===== config.mk =====
export PLATFORM = sky130hd
export DESIGN_NAME = drc_cfg
export DESIGN_NICKNAME = d
export VERILOG_FILES = /design/src/rtl/core/drc_pkg.sv /design/src/rtl/core/drc_cfg.sv
export SDC_FILE = /design/constraint.sdc
export NUM_CORES = 1
export LEC_CHECK = 0
export ABC_CLOCK_PERIOD_IN_PS = 1300
export BUFFER_PORTS_ARGS = -buffer_cell sky130_fd_sc_hd__buf_4
export CORE_MARGIN = 2
export CORE_UTILIZATION = 35
export CTS_CLUSTER_SIZE = 8
export DETAILED_ROUTE_END_ITERATION = 16
export HOLD_SLACK_MARGIN = 0.02
export MAX_ROUTING_LAYER = met4
export PLACE_DENSITY = 0.62
export RECOVER_POWER = 25
export SYNTH_ARGS = -nofsm -noshare
export SYNTH_HDL_FRONTEND = slang
export SYNTH_SLANG_ARGS = --single-unit

===== constraint.sdc =====
create_clock -name clk -period 1.3 [get_ports clk]
set_input_delay 0.26 -clock clk [delete_from_list [all_inputs] [get_ports clk]]
set_output_delay 0.26 -clock clk [all_outputs]
set_load 0.03 [all_outputs]

===== src/rtl/core/drc_pkg.sv =====
// ----------------------------------------------------------------------------
// drc_pkg
// Shared widths, constants and types of the dynamic range compressor.
// ----------------------------------------------------------------------------
package drc_pkg;

    localparam int SAMPLE_W     = 16;
    localparam int THR_W        = 15;
    localparam int RATIO_W      = 23;
    localparam int GAIN_W       = 16;
    localparam int CH_CODE_W    = 2;
    localparam int CFG_IDX_W    = 3;
    localparam int CFG_DATA_W   = 23;
    localparam int PROD_W       = THR_W + RATIO_W;
    localparam int NUM_W        = PROD_W + 1;
    localparam int DIV_STEPS    = GAIN_W;
    localparam int DIV_CNT_W    = $clog2(DIV_STEPS);
    localparam int MAX_CHANNELS = 2;
    localparam int HISTORY_LEN  = 3;

    localparam logic [CFG_IDX_W-1:0] REG_THRESHOLD = 3'd0;
    localparam logic [CFG_IDX_W-1:0] REG_TARGET    = 3'd1;
    localparam logic [CFG_IDX_W-1:0] REG_ATTACK    = 3'd2;
    localparam logic [CFG_IDX_W-1:0] REG_RELEASE   = 3'd3;
    localparam logic [CFG_IDX_W-1:0] REG_CHANNELS  = 3'd4;

    localparam logic [RATIO_W-1:0]   RATIO_ONE     = 23'd65536;
    localparam logic [GAIN_W-1:0]    GAIN_ONE      = 16'd4096;
    localparam logic [GAIN_W-1:0]    GAIN_MAX      = 16'hFFFF;
    localparam logic [THR_W-1:0]     THR_RESET     = 15'd16384;
    localparam logic [RATIO_W-1:0]   TARGET_RESET  = 23'd262144;
    localparam logic [CH_CODE_W-1:0] CH_RESET      = 2'd2;
    localparam logic [CH_CODE_W-1:0] CH_CODE_ONE   = 2'd1;

    typedef struct packed {
        logic [THR_W-1:0]     threshold_level;
        logic [RATIO_W-1:0]   target_ratio;
        logic [RATIO_W-1:0]   attack_step;
        logic [RATIO_W-1:0]   release_step;
        logic [CH_CODE_W-1:0] active_channels;
    } drc_cfg_t;

    typedef enum logic [3:0] {
        S_IDLE,
        S_TRACK,
        S_RAMP,
        S_PROD1,
        S_PROD2,
        S_CHECK,
        S_DIV,
        S_SCALE,
        S_DONE
    } drc_state_t;

    typedef struct packed {
        logic load;
        logic track;
        logic ramp;
        logic prod1;
        logic prod2;
        logic check;
        logic div_step;
        logic scale;
        logic emit;
    } drc_cmd_t;

    typedef struct packed {
        logic bypass;
    } drc_status_t;

endpackage


===== src/rtl/core/drc_cfg.sv =====
// ----------------------------------------------------------------------------
// drc_cfg
// Configuration register file, written through a plain write port.
// ----------------------------------------------------------------------------
module drc_cfg (
    input  logic                              clk,
    input  logic                              rst_n,
    input  logic                              cfg_we,
    input  logic [drc_pkg::CFG_IDX_W-1:0]     cfg_index,
    input  logic [drc_pkg::CFG_DATA_W-1:0]    cfg_wdata,
    output drc_pkg::drc_cfg_t                 cfg
);
    import drc_pkg::*;

    drc_cfg_t cfg_reg;
    drc_cfg_t cfg_next;

    always_comb
    begin
        cfg_next = cfg_reg;
        if (cfg_we)
        begin
            unique case (cfg_index)
                REG_THRESHOLD: cfg_next.threshold_level = cfg_wdata[THR_W-1:0];
                REG_TARGET:    cfg_next.target_ratio    = cfg_wdata[RATIO_W-1:0];
                REG_ATTACK:    cfg_next.attack_step     = cfg_wdata[RATIO_W-1:0];
                REG_RELEASE:   cfg_next.release_step    = cfg_wdata[RATIO_W-1:0];
                REG_CHANNELS:  cfg_next.active_channels = cfg_wdata[CH_CODE_W-1:0];
                default:       cfg_next = cfg_reg;
            endcase
        end
    end

    always_ff @(posedge clk or negedge rst_n)
    begin
        if (!rst_n)
        begin
            cfg_reg.threshold_level <= THR_RESET;
            cfg_reg.target_ratio    <= TARGET_RESET;
            cfg_reg.attack_step     <= '0;
            cfg_reg.release_step    <= '0;
            cfg_reg.active_channels <= CH_RESET;
        end
        else
        begin
            cfg_reg <= cfg_next;
        end
    end

    assign cfg = cfg_reg;

endmodule


After elaboration in Yosys (flattened, before gate mapping)
Index checks and enable logic that the tools add are counted.

cells by class
  $add $sub $neg = 0
  multiply operators = 0
  divide/modulo/power cells = 0
  magnitude comparators = 0
  equality and inequality tests = 4
  shifts and indexed selects = 0
  mux-type cells = 0
  bitwise operators = 0
  reductions and logical operators = 6

operators with widths
  operator              number
  $reduce_and A2 Y1     5
  $eq A3 B2 Y1 const B  2
  $eq A3 B1 Y1 const B  1
  $eq A3 B3 Y1 const B  1
  $logic_not A3 Y1      1

storage, ports and cells
  register bits = 86
  bits in latches = 0
  RAM bits = 0
  ROM bits = 0
  bits of input ports = 29
  output and inout port bits = 86
  logic and storage cells = 15
  memories = 0

Logic depth before layout (Yosys ltp)
  depth after elaboration = 2
  mapped depth = 4
  mapped depth without buffers = 2

Least setup slack after synthesis
OpenSTA, ideal clock, no wires.

  kind = input-to-reg
  from = in cfg_index[0] in the netlist's numbering
  to = reg cfg_reg (netlist bit cfg[71])
  library setup time = 125 ps
  arrival = 1186 ps
  required time = 1175 ps
  slack = -11 ps
  cell stages on the path = 3
  buffers on the path = 1
  path through = nor4b_4 buf_6 mux2_2

between the ends
  longest elaborated chain between the ends = 2

ends and longest elaborated chain
  what                                RTL line       source
  start: declaration                  drc_cfg.sv:9   input logic [drc_pkg::CFG_IDX_W-1:0] cfg_index,
  $logic_not A3 Y1                    drc_cfg.sv:23  unique case (cfg_index)
  $reduce_and A2 Y1 (no source line)  -
  end signal: assignment              drc_cfg.sv:46  cfg_reg <= cfg_next;
  end: declaration                    drc_cfg.sv:15  drc_cfg_t cfg_reg;

Every way passes these cells.
A chain may end at the register's enable or synchronous reset.

Worst setup path after layout
  from = reg cfg_reg (netlist bit cfg[66])
  to = out cfg[66] in the netlist's numbering

RTL lines
  what              RTL line       source
  end: declaration  drc_cfg.sv:11  output drc_pkg::drc_cfg_t cfg

No word-level cell between the ends.

==> qor.yml <==
status:
  status: "completed"
setup_path:
  crit_fanout: 2
  critPathTopFamily: "flip-flops"
  crit_type: "flip-flop to output port"
  worstSetupEndpointType: "output port"
  critical_path.n_buffers_inverters: 1
  critical_path.cell_chain: "buf_6"
  crit_path_max_incr_delay_ps: 540
  critical_path_arrival_ps: 1010
  slowest_stage: "dfstp_2"
  start_kind: "flip-flop"
  crit_required_ps: 1040
routing:
  first_pass_iters: 4
  vias: 2016
  drtIter0Drc: 25
  drc: 0
  finalWirelength_mm: 7.15
  wl_per_cell_um: 16.7
  antenna_left: 0
  viasPerCell: 4.72
layout:
  layout-drive-gt1-share_pct: 70.6
  seqCellArea_um2: 2160
  diodes: 0
  design_area_um2: 4490
  areaGrowthSynthToFinish_pct: 37.5
  largest_register_ffs: 86
  nFillCells: 823
  fin_nets: 340
  final_util_pct: 49.1
  multi_input_area_um2: 1060
pwr:
  swShare_pct: 35.8
  p_per_area_nw_per_um2: 1830
  p_leak_nw: 2.10
  pwr-share-clk_pct: 19.7
  ir_worst_vdd_v: 0.000775
  seqPwrFrac_pct: 43.8
  combPwrFrac_pct: 36.4
  switchingPower_mw: 2.95
  cellInternalPower_mw: 5.28
sta:
  relSlewSlack_pct: 51.4
  rsz0062_at_grt: "yes"
  clock.fmax_mhz: 789
  min_period_ps: 1270
  finalSetupViolCount: 0
  fin_crit_sh_pct: 97.5
  slew_violations: 0
  fin_skew_ps: 0
  fin_hold_ws_ps: 166
  worstMarginPinSlew_ps: 729
  final_hold_viol_count: 0
floorplan:
  start_util_pct: 35.7
  chipWidth_um: 101
  design.core.area_um2: 9150
  rows: 35
  die_area_um2: 10100
  fp.dieH_um: 101
  io_pins: 115
placed_design:
  dp_hpwl_mm: 4.98
  place.gp.congestion: 0.797
  place_area_um2: 4320
  portBuffers: 114
global_route:
  grt_pass1_vias: 2111
  grt_pass1_wl_mm: 11.3
  grt_overflow_total: 0
  antenna_found_initial: 0
  grt_max_degree: 59
  grt_usage_pct: 15.0
clocking:
  clk_path_buf_depth: 2
  cts_tree: "built"
  clk_pin_slew_worst_paths_ps: 80
  cts_inserted_buffers: 9
  cts_setup_buffers: 0
  cts_root_buf: "clkbuf_8"
  cts_sinks: 86
  cts.htree.levels: 3
  clock_latency_ps: 340
flow_run:
  drv_cap: 0
yosys:
  synth_cell_type_count: 10
  yosysSeqAreaShare_pct: 66.0
  synth_nets: 215
  synth_area_per_cell_um2: 17.6
  ys_seq_elements: 86
  syn_inst: 186
  yosys_warnings: 0
  syn-cell-area_um2: 3270
hold_path:
  hold_path.class: "input port to flip-flop"
## power by group through the flow
| stage | clock network, mW | logic (mW) | registers, mW |
|---|---|---|---|
| 2_1_floorplan | 0 | 0.553 | 4.81 |
| 6_report | 1.62 | 3.00 | 3.60 |
| 5_1_grt | 1.81 | 3.16 | 3.68 |
| 3_5_place_dp | 0 | 3.03 | 3.65 |
| 3_3_place_gp | 0 | 3.00 | 3.63 |
| 4_1_cts | 1.69 | 3.05 | 3.61 |
## path summary, 6_finish.rpt
| kind | cells after the start | from | end | slack (ps) |
|---|---|---|---|---|
| worst max-delay path | 1 | cfg[66] | cfg[66] | 30 |
| worst min-delay path | 2 | cfg_wdata[22] | cfg[24] | 170 |
| worst max register to register | 1 | cfg[58] | cfg[58] | 510 |
| worst min register to register | 1 | cfg[34] | cfg[34] | 490 |
| max in group asynchronous | 3 | rst_n | cfg[50] | 160 |
| min in group asynchronous | 3 | rst_n | cfg[44] | 630 |
## cell usage after synthesis
cell       n  share of area, %
and4bb_2   1              0.38
buf_2      4              0.61
buf_6      5               1.7
dfrtp_1   83                64
dfstp_2    3               2.4
mux2_1     4               1.4
mux2_2    82                28
nand4b_1   1              0.27
nor4b_4    1              0.73
nor4bb_1   2              0.61
## metal layers
metal / GRT usage [%] / routed length [µm] / vias to the layer above
met3: 4.37 / 482 / 8
met2: 21.5 / 3220 / 82
met5: - / 0 / -
met1: 20.7 / 3370 / 1008
li1: - / - / 918
met4: 4.74 / 71 / 0
## timing repair
item / CTS / global route
resized for setup: 3 / 0
endpoints found under the setup margin: 3 / 3
hold buffers: 1 / 0
hold endpoints to repair: 83 / 0
## area by class of cell
| cell class | instances | share of cell area (%) |
|---|---|---|
| repair buffers | 123 | 21.5 |
| multi-input cells | 91 | 23.7 |
| clock buffers | 12 | 3.23 |
| clock inverters | 4 | 0.502 |
| well taps | 111 | 3.09 |
| flip-flops and latches | 86 | 48.0 |
## cell families after synthesis
group	after synthesis	synth area share, %
buffers and inverters	9	2.34
DFF	86	66.0
muxes	86	29.7
and+or+nand+nor	5	1.99
## cells in the final DEF, fill, tap and decap left out
master,Yosys,final
clkbuf_1,0,4
clkinvlp_4,0,1
clkbuf_2,0,1
dfrtp_1,83,83
clkinv_2,0,3
nand4b_1,1,1
clkbuf_4,0,1
dfstp_2,3,3
clkbuf_8,0,10
buf_4,0,112
buf_12,0,3
dlygate4sd3_1,0,1
mux2_2,82,82
buf_6,5,3
and4bb_2,1,1
nor4b_4,1,1
nor4bb_4,0,2
mux2_1,4,4
## per-stage QoR
| stage | setup TNS (ps) | total power [mW] | std cells | worst slack [ps] |
|---|---|---|---|---|
| final | 0 | 8.22 | 427 | 33.1 |
| after floorplan | -98.1 | 5.36 | 186 | -10.9 |
| after detailed placement | -10610 | 6.68 | 410 | -184 |
| after global placement | -9020 | 6.63 | 410 | -148 |
| after CTS | 0 | 8.35 | 427 | 9.18 |
| after global routing | -238 | 8.65 | 427 | -15.8 |
Power figures use the tool's default switching activity.
