**src/rtl/core/drc_pkg.sv**
```systemverilog
// ----------------------------------------------------------------------------
// drc_pkg
// Shared widths, constants and types of the dynamic range compressor.
// ----------------------------------------------------------------------------
package drc_pkg;

    localparam int SAMPLE_W     = 16;
    localparam int THR_W        = 15;
    localparam int RATIO_W      = 23;
    localparam int GAIN_W       = 16;
    localparam int CH_CODE_W    = 2;
    localparam int CFG_IDX_W    = 3;
    localparam int CFG_DATA_W   = 23;
    localparam int PROD_W       = THR_W + RATIO_W;
    localparam int NUM_W        = PROD_W + 1;
    localparam int DIV_STEPS    = GAIN_W;
    localparam int DIV_CNT_W    = $clog2(DIV_STEPS);
    localparam int MAX_CHANNELS = 2;
    localparam int HISTORY_LEN  = 3;

    localparam logic [CFG_IDX_W-1:0] REG_THRESHOLD = 3'd0;
    localparam logic [CFG_IDX_W-1:0] REG_TARGET    = 3'd1;
    localparam logic [CFG_IDX_W-1:0] REG_ATTACK    = 3'd2;
    localparam logic [CFG_IDX_W-1:0] REG_RELEASE   = 3'd3;
    localparam logic [CFG_IDX_W-1:0] REG_CHANNELS  = 3'd4;

    localparam logic [RATIO_W-1:0]   RATIO_ONE     = 23'd65536;
    localparam logic [GAIN_W-1:0]    GAIN_ONE      = 16'd4096;
    localparam logic [GAIN_W-1:0]    GAIN_MAX      = 16'hFFFF;
    localparam logic [THR_W-1:0]     THR_RESET     = 15'd16384;
    localparam logic [RATIO_W-1:0]   TARGET_RESET  = 23'd262144;
    localparam logic [CH_CODE_W-1:0] CH_RESET      = 2'd2;
    localparam logic [CH_CODE_W-1:0] CH_CODE_ONE   = 2'd1;

    typedef struct packed {
        logic [THR_W-1:0]     threshold_level;
        logic [RATIO_W-1:0]   target_ratio;
        logic [RATIO_W-1:0]   attack_step;
        logic [RATIO_W-1:0]   release_step;
        logic [CH_CODE_W-1:0] active_channels;
    } drc_cfg_t;

    typedef enum logic [3:0] {
        S_IDLE,
        S_TRACK,
        S_RAMP,
        S_PROD1,
        S_PROD2,
        S_CHECK,
        S_DIV,
        S_SCALE,
        S_DONE
    } drc_state_t;

    typedef struct packed {
        logic load;
        logic track;
        logic ramp;
        logic prod1;
        logic prod2;
        logic check;
        logic div_step;
        logic scale;
        logic emit;
    } drc_cmd_t;

    typedef struct packed {
        logic bypass;
    } drc_status_t;

endpackage

```
**src/rtl/core/drc_ctrl.sv**
```systemverilog
// ----------------------------------------------------------------------------
// drc_ctrl
// Sequencer that steps the datapath through one frame and runs the handshakes.
// ----------------------------------------------------------------------------
module drc_ctrl (
    input  logic                  clk,
    input  logic                  rst_n,
    input  logic                  s_tvalid,
    output logic                  s_tready,
    output logic                  m_tvalid,
    input  logic                  m_tready,
    input  drc_pkg::drc_status_t  status,
    output drc_pkg::drc_cmd_t     cmd
);
    import drc_pkg::*;

    drc_state_t             state_reg;
    drc_state_t             state_next;
    logic [DIV_CNT_W-1:0]   div_cnt_reg;
    logic [DIV_CNT_W-1:0]   div_cnt_next;
    logic                   out_valid_reg;
    logic                   out_valid_next;
    logic                   out_free;

    assign out_free = !out_valid_reg || m_tready;

    always_comb
    begin
        state_next = state_reg;
        unique case (state_reg)
            S_IDLE:  if (s_tvalid) state_next = S_TRACK;
            S_TRACK: state_next = S_RAMP;
            S_RAMP:  state_next = S_PROD1;
            S_PROD1: state_next = S_PROD2;
            S_PROD2: state_next = S_CHECK;
            S_CHECK: state_next = status.bypass ? S_SCALE : S_DIV;
            S_DIV:   if (div_cnt_reg == '0) state_next = S_SCALE;
            S_SCALE: state_next = S_DONE;
            S_DONE:  if (out_free) state_next = S_IDLE;
            default: state_next = S_IDLE;
        endcase
    end

    always_comb
    begin
        cmd          = '0;
        s_tready     = 1'b0;
        div_cnt_next = div_cnt_reg;
        unique case (state_reg)
            S_IDLE:
            begin
                s_tready = 1'b1;
                cmd.load = s_tvalid;
            end
            S_TRACK: cmd.track = 1'b1;
            S_RAMP:  cmd.ramp  = 1'b1;
            S_PROD1: cmd.prod1 = 1'b1;
            S_PROD2: cmd.prod2 = 1'b1;
            S_CHECK:
            begin
                cmd.check    = 1'b1;
                div_cnt_next = DIV_CNT_W'(DIV_STEPS - 1);
            end
            S_DIV:
            begin
                cmd.div_step = 1'b1;
                div_cnt_next = div_cnt_reg - 1'b1;
            end
            S_SCALE: cmd.scale = 1'b1;
            S_DONE:  cmd.emit  = out_free;
            default: cmd = '0;
        endcase
    end

    always_comb
    begin
        if (cmd.emit)
            out_valid_next = 1'b1;
        else if (m_tready)
            out_valid_next = 1'b0;
        else
            out_valid_next = out_valid_reg;
    end

    always_ff @(posedge clk or negedge rst_n)
    begin
        if (!rst_n)
        begin
            state_reg     <= S_IDLE;
            div_cnt_reg   <= '0;
            out_valid_reg <= 1'b0;
        end
        else
        begin
            state_reg     <= state_next;
            div_cnt_reg   <= div_cnt_next;
            out_valid_reg <= out_valid_next;
        end
    end

    assign m_tvalid = out_valid_reg;

    a_div_ends: assert property (@(posedge clk) disable iff (!rst_n)
        (state_reg == S_DIV && div_cnt_reg == '0) |=> (state_reg == S_SCALE))
        else $error("division did not end after its last step");

    a_load_busy: assert property (@(posedge clk) disable iff (!rst_n)
        cmd.load |=> (state_reg == S_TRACK && !s_tready))
        else $error("block took a word without leaving idle");

    a_out_from_done: assert property (@(posedge clk) disable iff (!rst_n)
        $rose(out_valid_reg) |-> $past(state_reg == S_DONE))
        else $error("result word raised outside the final state");

endmodule

```
**config.mk**
```make
export PLATFORM = sky130hd
export DESIGN_NAME = drc_ctrl
export DESIGN_NICKNAME = d
export VERILOG_FILES = /design/src/rtl/core/drc_pkg.sv /design/src/rtl/core/drc_ctrl.sv
export SDC_FILE = /design/constraint.sdc
export NUM_CORES = 1
export LEC_CHECK = 0
export BUFFER_PORTS_ARGS = -buffer_cell sky130_fd_sc_hd__buf_2
export CAP_MARGIN = 15
export CORE_AREA = 2 2 39 41
export DETAILED_ROUTE_END_ITERATION = 7
export DIE_AREA = 0 0 41 43
export SETUP_SLACK_MARGIN = 0.4
export SYNTH_ARGS = -nofsm -noshare
export SYNTH_HDL_FRONTEND = slang
export SYNTH_SLANG_ARGS = --single-unit
```
**constraint.sdc**
```tcl
create_clock -name clk -period 2 [get_ports clk]
set_input_delay 0.1 -clock clk [delete_from_list [all_inputs] [get_ports clk]]
set_output_delay 0.1 -clock clk [all_outputs]
set_load 0.02 [all_outputs]
```
=== Word-level counts from Yosys, hierarchy flattened ===
Cells that the tools add are included.

* Flip-flop bits (word level): 9
* Bits in latches: 0
* Memory bits (writable): 0
* Bits in read-only memories: 0
* Bits of input ports: 5
* Output and inout port bits: 11
* Memories: 0

* Add/subtract/negate cells: 1
* $mul: 0
* Div/mod/pow operators: 0
* Order comparisons: 0
* Equal/unequal tests: 11
* Shift-type cells: 0
* Multiplexer cells: 18
* Bitwise operators: 0
* Reductions and logical operators: 7

{| class="wikitable"
|+ Operators with widths
! kind !! number
|-
| 4-bit case mux with 9 select lines || 1
|-
| 4-bit by 3-bit equality test with 1-bit output (second input constant) || 4
|-
| 1-bit two-way mux || 13
|-
| 4-bit two-way mux || 3
|-
| 4-bit by 2-bit equality test with 1-bit output (second input constant) || 2
|-
| 4-bit zero test || 2
|-
| 4-bit case mux with 2 select lines || 1
|-
| 2-bit inequality test (second input constant) || 3
|-
| 4-bit by 1-bit equality test with 1-bit output (second input constant) || 1
|-
| 4-bit equality test (second input constant) || 1
|-
| 2-bit nonzero test || 2
|-
| 4-bit by 1-bit subtractor with 4-bit output (second input constant) || 1
|-
| 3-bit AND reduction || 1
|-
| 1-bit zero test || 1
|-
| 1-bit logical OR || 1
|}

=== Longest topological paths before layout ===
* Word-level depth: 4
* Depth in mapped cells: 5

=== Least setup slack after synthesis ===
No wires, ideal clock.

* Kind: register to output
* Start: reg state_reg[3]
* End: out cmd[8] in the netlist's numbering
* Data arrival time: 1609 ps
* Required time: 1900 ps
* Setup slack: 291 ps
* Cell stages (with the launch flop): 4
* Buffers on the path: 1
* Cells stage by stage: dfrtp_1 buf_4 nor4_1 and2_1

{| class="wikitable"
|+ RTL lines
! element !! line !! source
|-
| start: declaration || drc_ctrl.sv:17 || <nowiki>drc_state_t state_reg;</nowiki>
|-
| start signal: assignment || drc_ctrl.sv:95 || <nowiki>state_reg <= state_next;</nowiki>
|-
| end: declaration || drc_ctrl.sv:13 || <nowiki>output drc_pkg::drc_cmd_t cmd</nowiki>
|}

==> metrics.md <==
| Metric | Value |
|---|---|
| Nets | `85` |
| Yosys warns | `0` |
| RSZ-0062 raised after global routing | `yes` |
| RD Place Congestion | `0.711` |
| WP data required | `1.90 ns` |
| Synth area leaders | `dfrtp_1 (42%), nor3_1 (6.6%), buf_6 (4.2%)` |
| Crit-path cells | `or4b_4 -> nor2b_2 -> buf_4` |
| Commonest non-fill, non-tap cell in the layout | `buf_2` |
| CTS tree | `done` |
| CTS Buffer Depth | `2` |
| Mapped Avg Cell Area | `9.85 sq um` |
| Die Wd | `41 um` |
| Hpwl dp | `721 um` |
| Synth Net Count | `60` |
| Peak VDD IR | `0.691 mV` |
| Inserted Diodes | `0` |
| Yosys cell types | `25` |
| Routed vias | `476` |
| Initial core utilization | `0.384` |
| Leak | `0.343 nW` |
| Num CTS Buffers | `3` |
| Worst setup SP type | `flip-flop` |
| Critical path class | `flip-flop to output port` |
| Tmin final | `1.59 ns` |
| CP Data Arrival Time | `1.49 ns` |
| Vias in the first global route | `441` |
| Design Area, Final | `711 sq um` |
| Hold_ws | `0.143 ns` |
| Async SR Flop Fraction | `1.00` |
| Fin worst setup slack | `0.410 ns` |
| TritonRoute pass-1 iters | `4` |
| Port-buffer cells | `15` |
| Crit share post-route | `0.795` |
| Reg2reg setup slack | `0.62 ns` |
| Die area | `1760 sq um` |
| Post-Synthesis Cells | `54` |
| Core area | `1380 sq um` |
| Overflow after GRT | `0` |
| RR Startpoint | `state_reg[2]` |
| Max incr delay on CP | `0.55 ns` |
| Pwr Density | `1590 nW/um^2` |
| Netlist Area Pre-Place | `532 sq um` |
| # rows | `14` |
| Delay-heaviest family, CP | `simple AND/OR/NAND/NOR gates` |
| Area of all sequential standard cells | `230 sq um` |
| Syn-to-layout area delta | `33.6%` |
| R2R depth | `5` |
| Slew @ Worst Pin | `0.375 ns` |
| Max Cap Violations | `0` |
| Max Clk Rate | `629 MHz` |
| Final hold vios | `0` |
| Top_reg_cell synth | `dfrtp_1` |
| Wire length per cell | `12.1 um` |
| Sink Count | `9` |
| Post-Route Setup TNS | `0 ns` |
| Initial drt markers | `15` |
| Die Y-Extent | `43 um` |
| Clock transition at path regs | `0.06 ns` |
| Crit. End Element | `output port` |
| Filler Cell Count | `135` |
| Synth top area share | `0.424` |
| Post-route antenna net violation count | `0` |
| Crit path from | `state_reg[0]` |
| Num ports | `16` |
| Worst slew margin | `0.750` |
| Status | `complete, no violations` |
| Pin count of the biggest net entering global routing | `11` |
| Place WS | `0.573 ns` |
| Yosys top cell by area | `dfrtp_1` |
| CP Max Fanout | `4` |
| CTS root buf | `clkbuf_4` |
| Global-route wire length before repair | `1.86 mm` |
| Dpl cell area | `591 sq um` |
| H-tree levels | `1` |
| EDFF count, synth | `0` |
| Sequential fraction of the synthesis area | `0.424` |
| Clock latency on the worst-skew pair | `0.26 ns` |
| Layout cell share with drive strength beyond 1 | `0.487` |
| Global Route Usage Sum | `0.158` |
| Multi-input gate area | `268 sq um` |
| Most frequent cells in the layout | `buf_2 (14), buf_4 (10), nor3_1 (7)` |
| Min-delay worst type | `primary input to flip-flop` |
| Levels on crit path | `3` |
| CP bufs+invs | `1` |
| Yosys reg bits | `9` |
| RR Endpoint | `div_cnt_reg[3]` |
| Final Max Tran Viols | `0` |
| Drt drc | `0` |
| Initial antenna violation count | `0` |
| # setup viols final | `0` |
| Drt total wl | `1.14 mm` |
| CP endpoint | `cmd[0]` |
| Critical-path cell with the highest stage delay | `or4b_4` |
| Final setup skew | `0.000794 ns` |
| DR vias/cell | `5.06` |
==> final cells by class <==
| class | count | share of cell area |
|---|---|---|
| Multi-Input combinational cell | 37 | 0.377 |
| Sequential cell | 9 | 0.324 |
| Timing Repair Buffer | 25 | 0.218 |
| Clock buffer | 4 | 0.0370 |
| Tap cell | 16 | 0.0282 |
| Inverter | 3 | 0.0158 |
==> how the worst min path moves through the flow <==
stage                                 to  slack (ns)     start  cells past startpoint
after CTS                       m_tvalid        0.14  m_tready                      3
after global routing            m_tvalid        0.17  m_tready                      3
after detailed placement  div_cnt_reg[3]       -0.03     rst_n                      1
after floorplan           div_cnt_reg[0]       -0.20     rst_n                      0
final                           m_tvalid        0.14  m_tready                      3
after global placement    div_cnt_reg[2]       -0.03     rst_n                      1
==> repair_timing <==
action | CTS | global route
resized for setup | 5 | 1
hold endpoints to repair | 9 | 0
buffers inserted | 9 | 0
endpoints found under the setup margin | 2 | 3
hold buffers | 1 | 0
==> power breakdown <==
| group | switching (mW) | internal (mW) |
|---|---|---|
| clock | 0.0684 | 0.0771 |
| sequential | 0.0648 | 0.261 |
| combinational | 0.363 | 0.293 |
| total | 0.496 | 0.631 |
==> per-layer routing <==
layer	vias up	GRT usage	part of all wire
met1	221	0.200	0.45
met4	0	0.0400	0.0088
met3	2	0.0785	0.053
met2	14	0.234	0.48
li1	239	-	-
met5	-	0	0
==> synth_stat cells (all sizes together) (3+ instances only) <==
cell type / n
inv: 3
dfrtp: 9
nand2b: 3
nor3: 7
nor2: 3
nand2: 4
buf: 5
a21oi: 3
==> kinds of logic after synthesis <==
group | synth area share
simple gates | 0.275
compound gates | 0.160
fa+ha+maj | 0.0235
xor+xnor | 0.0165
flops | 0.424
buf+inv | 0.101
==> stage by stage <==
stage               std cells  total power [mW]  utilization
finish                     94              1.13        0.514
floorplan                  54             0.745            -
CTS                        94              1.11        0.507
global route               94              1.22        0.514
global placement           80             0.823        0.427
detailed placement         80             0.825        0.427
==> worst register-to-register path, cell delays in order, from the launching register on <==
cell      delay, ns
dfrtp_2        0.41
buf_4          0.15
buf_4          0.14
and4bb_2       0.27
a211oi_1       0.22
a31oi_1        0.06
Power figures use the tool's default switching activity.
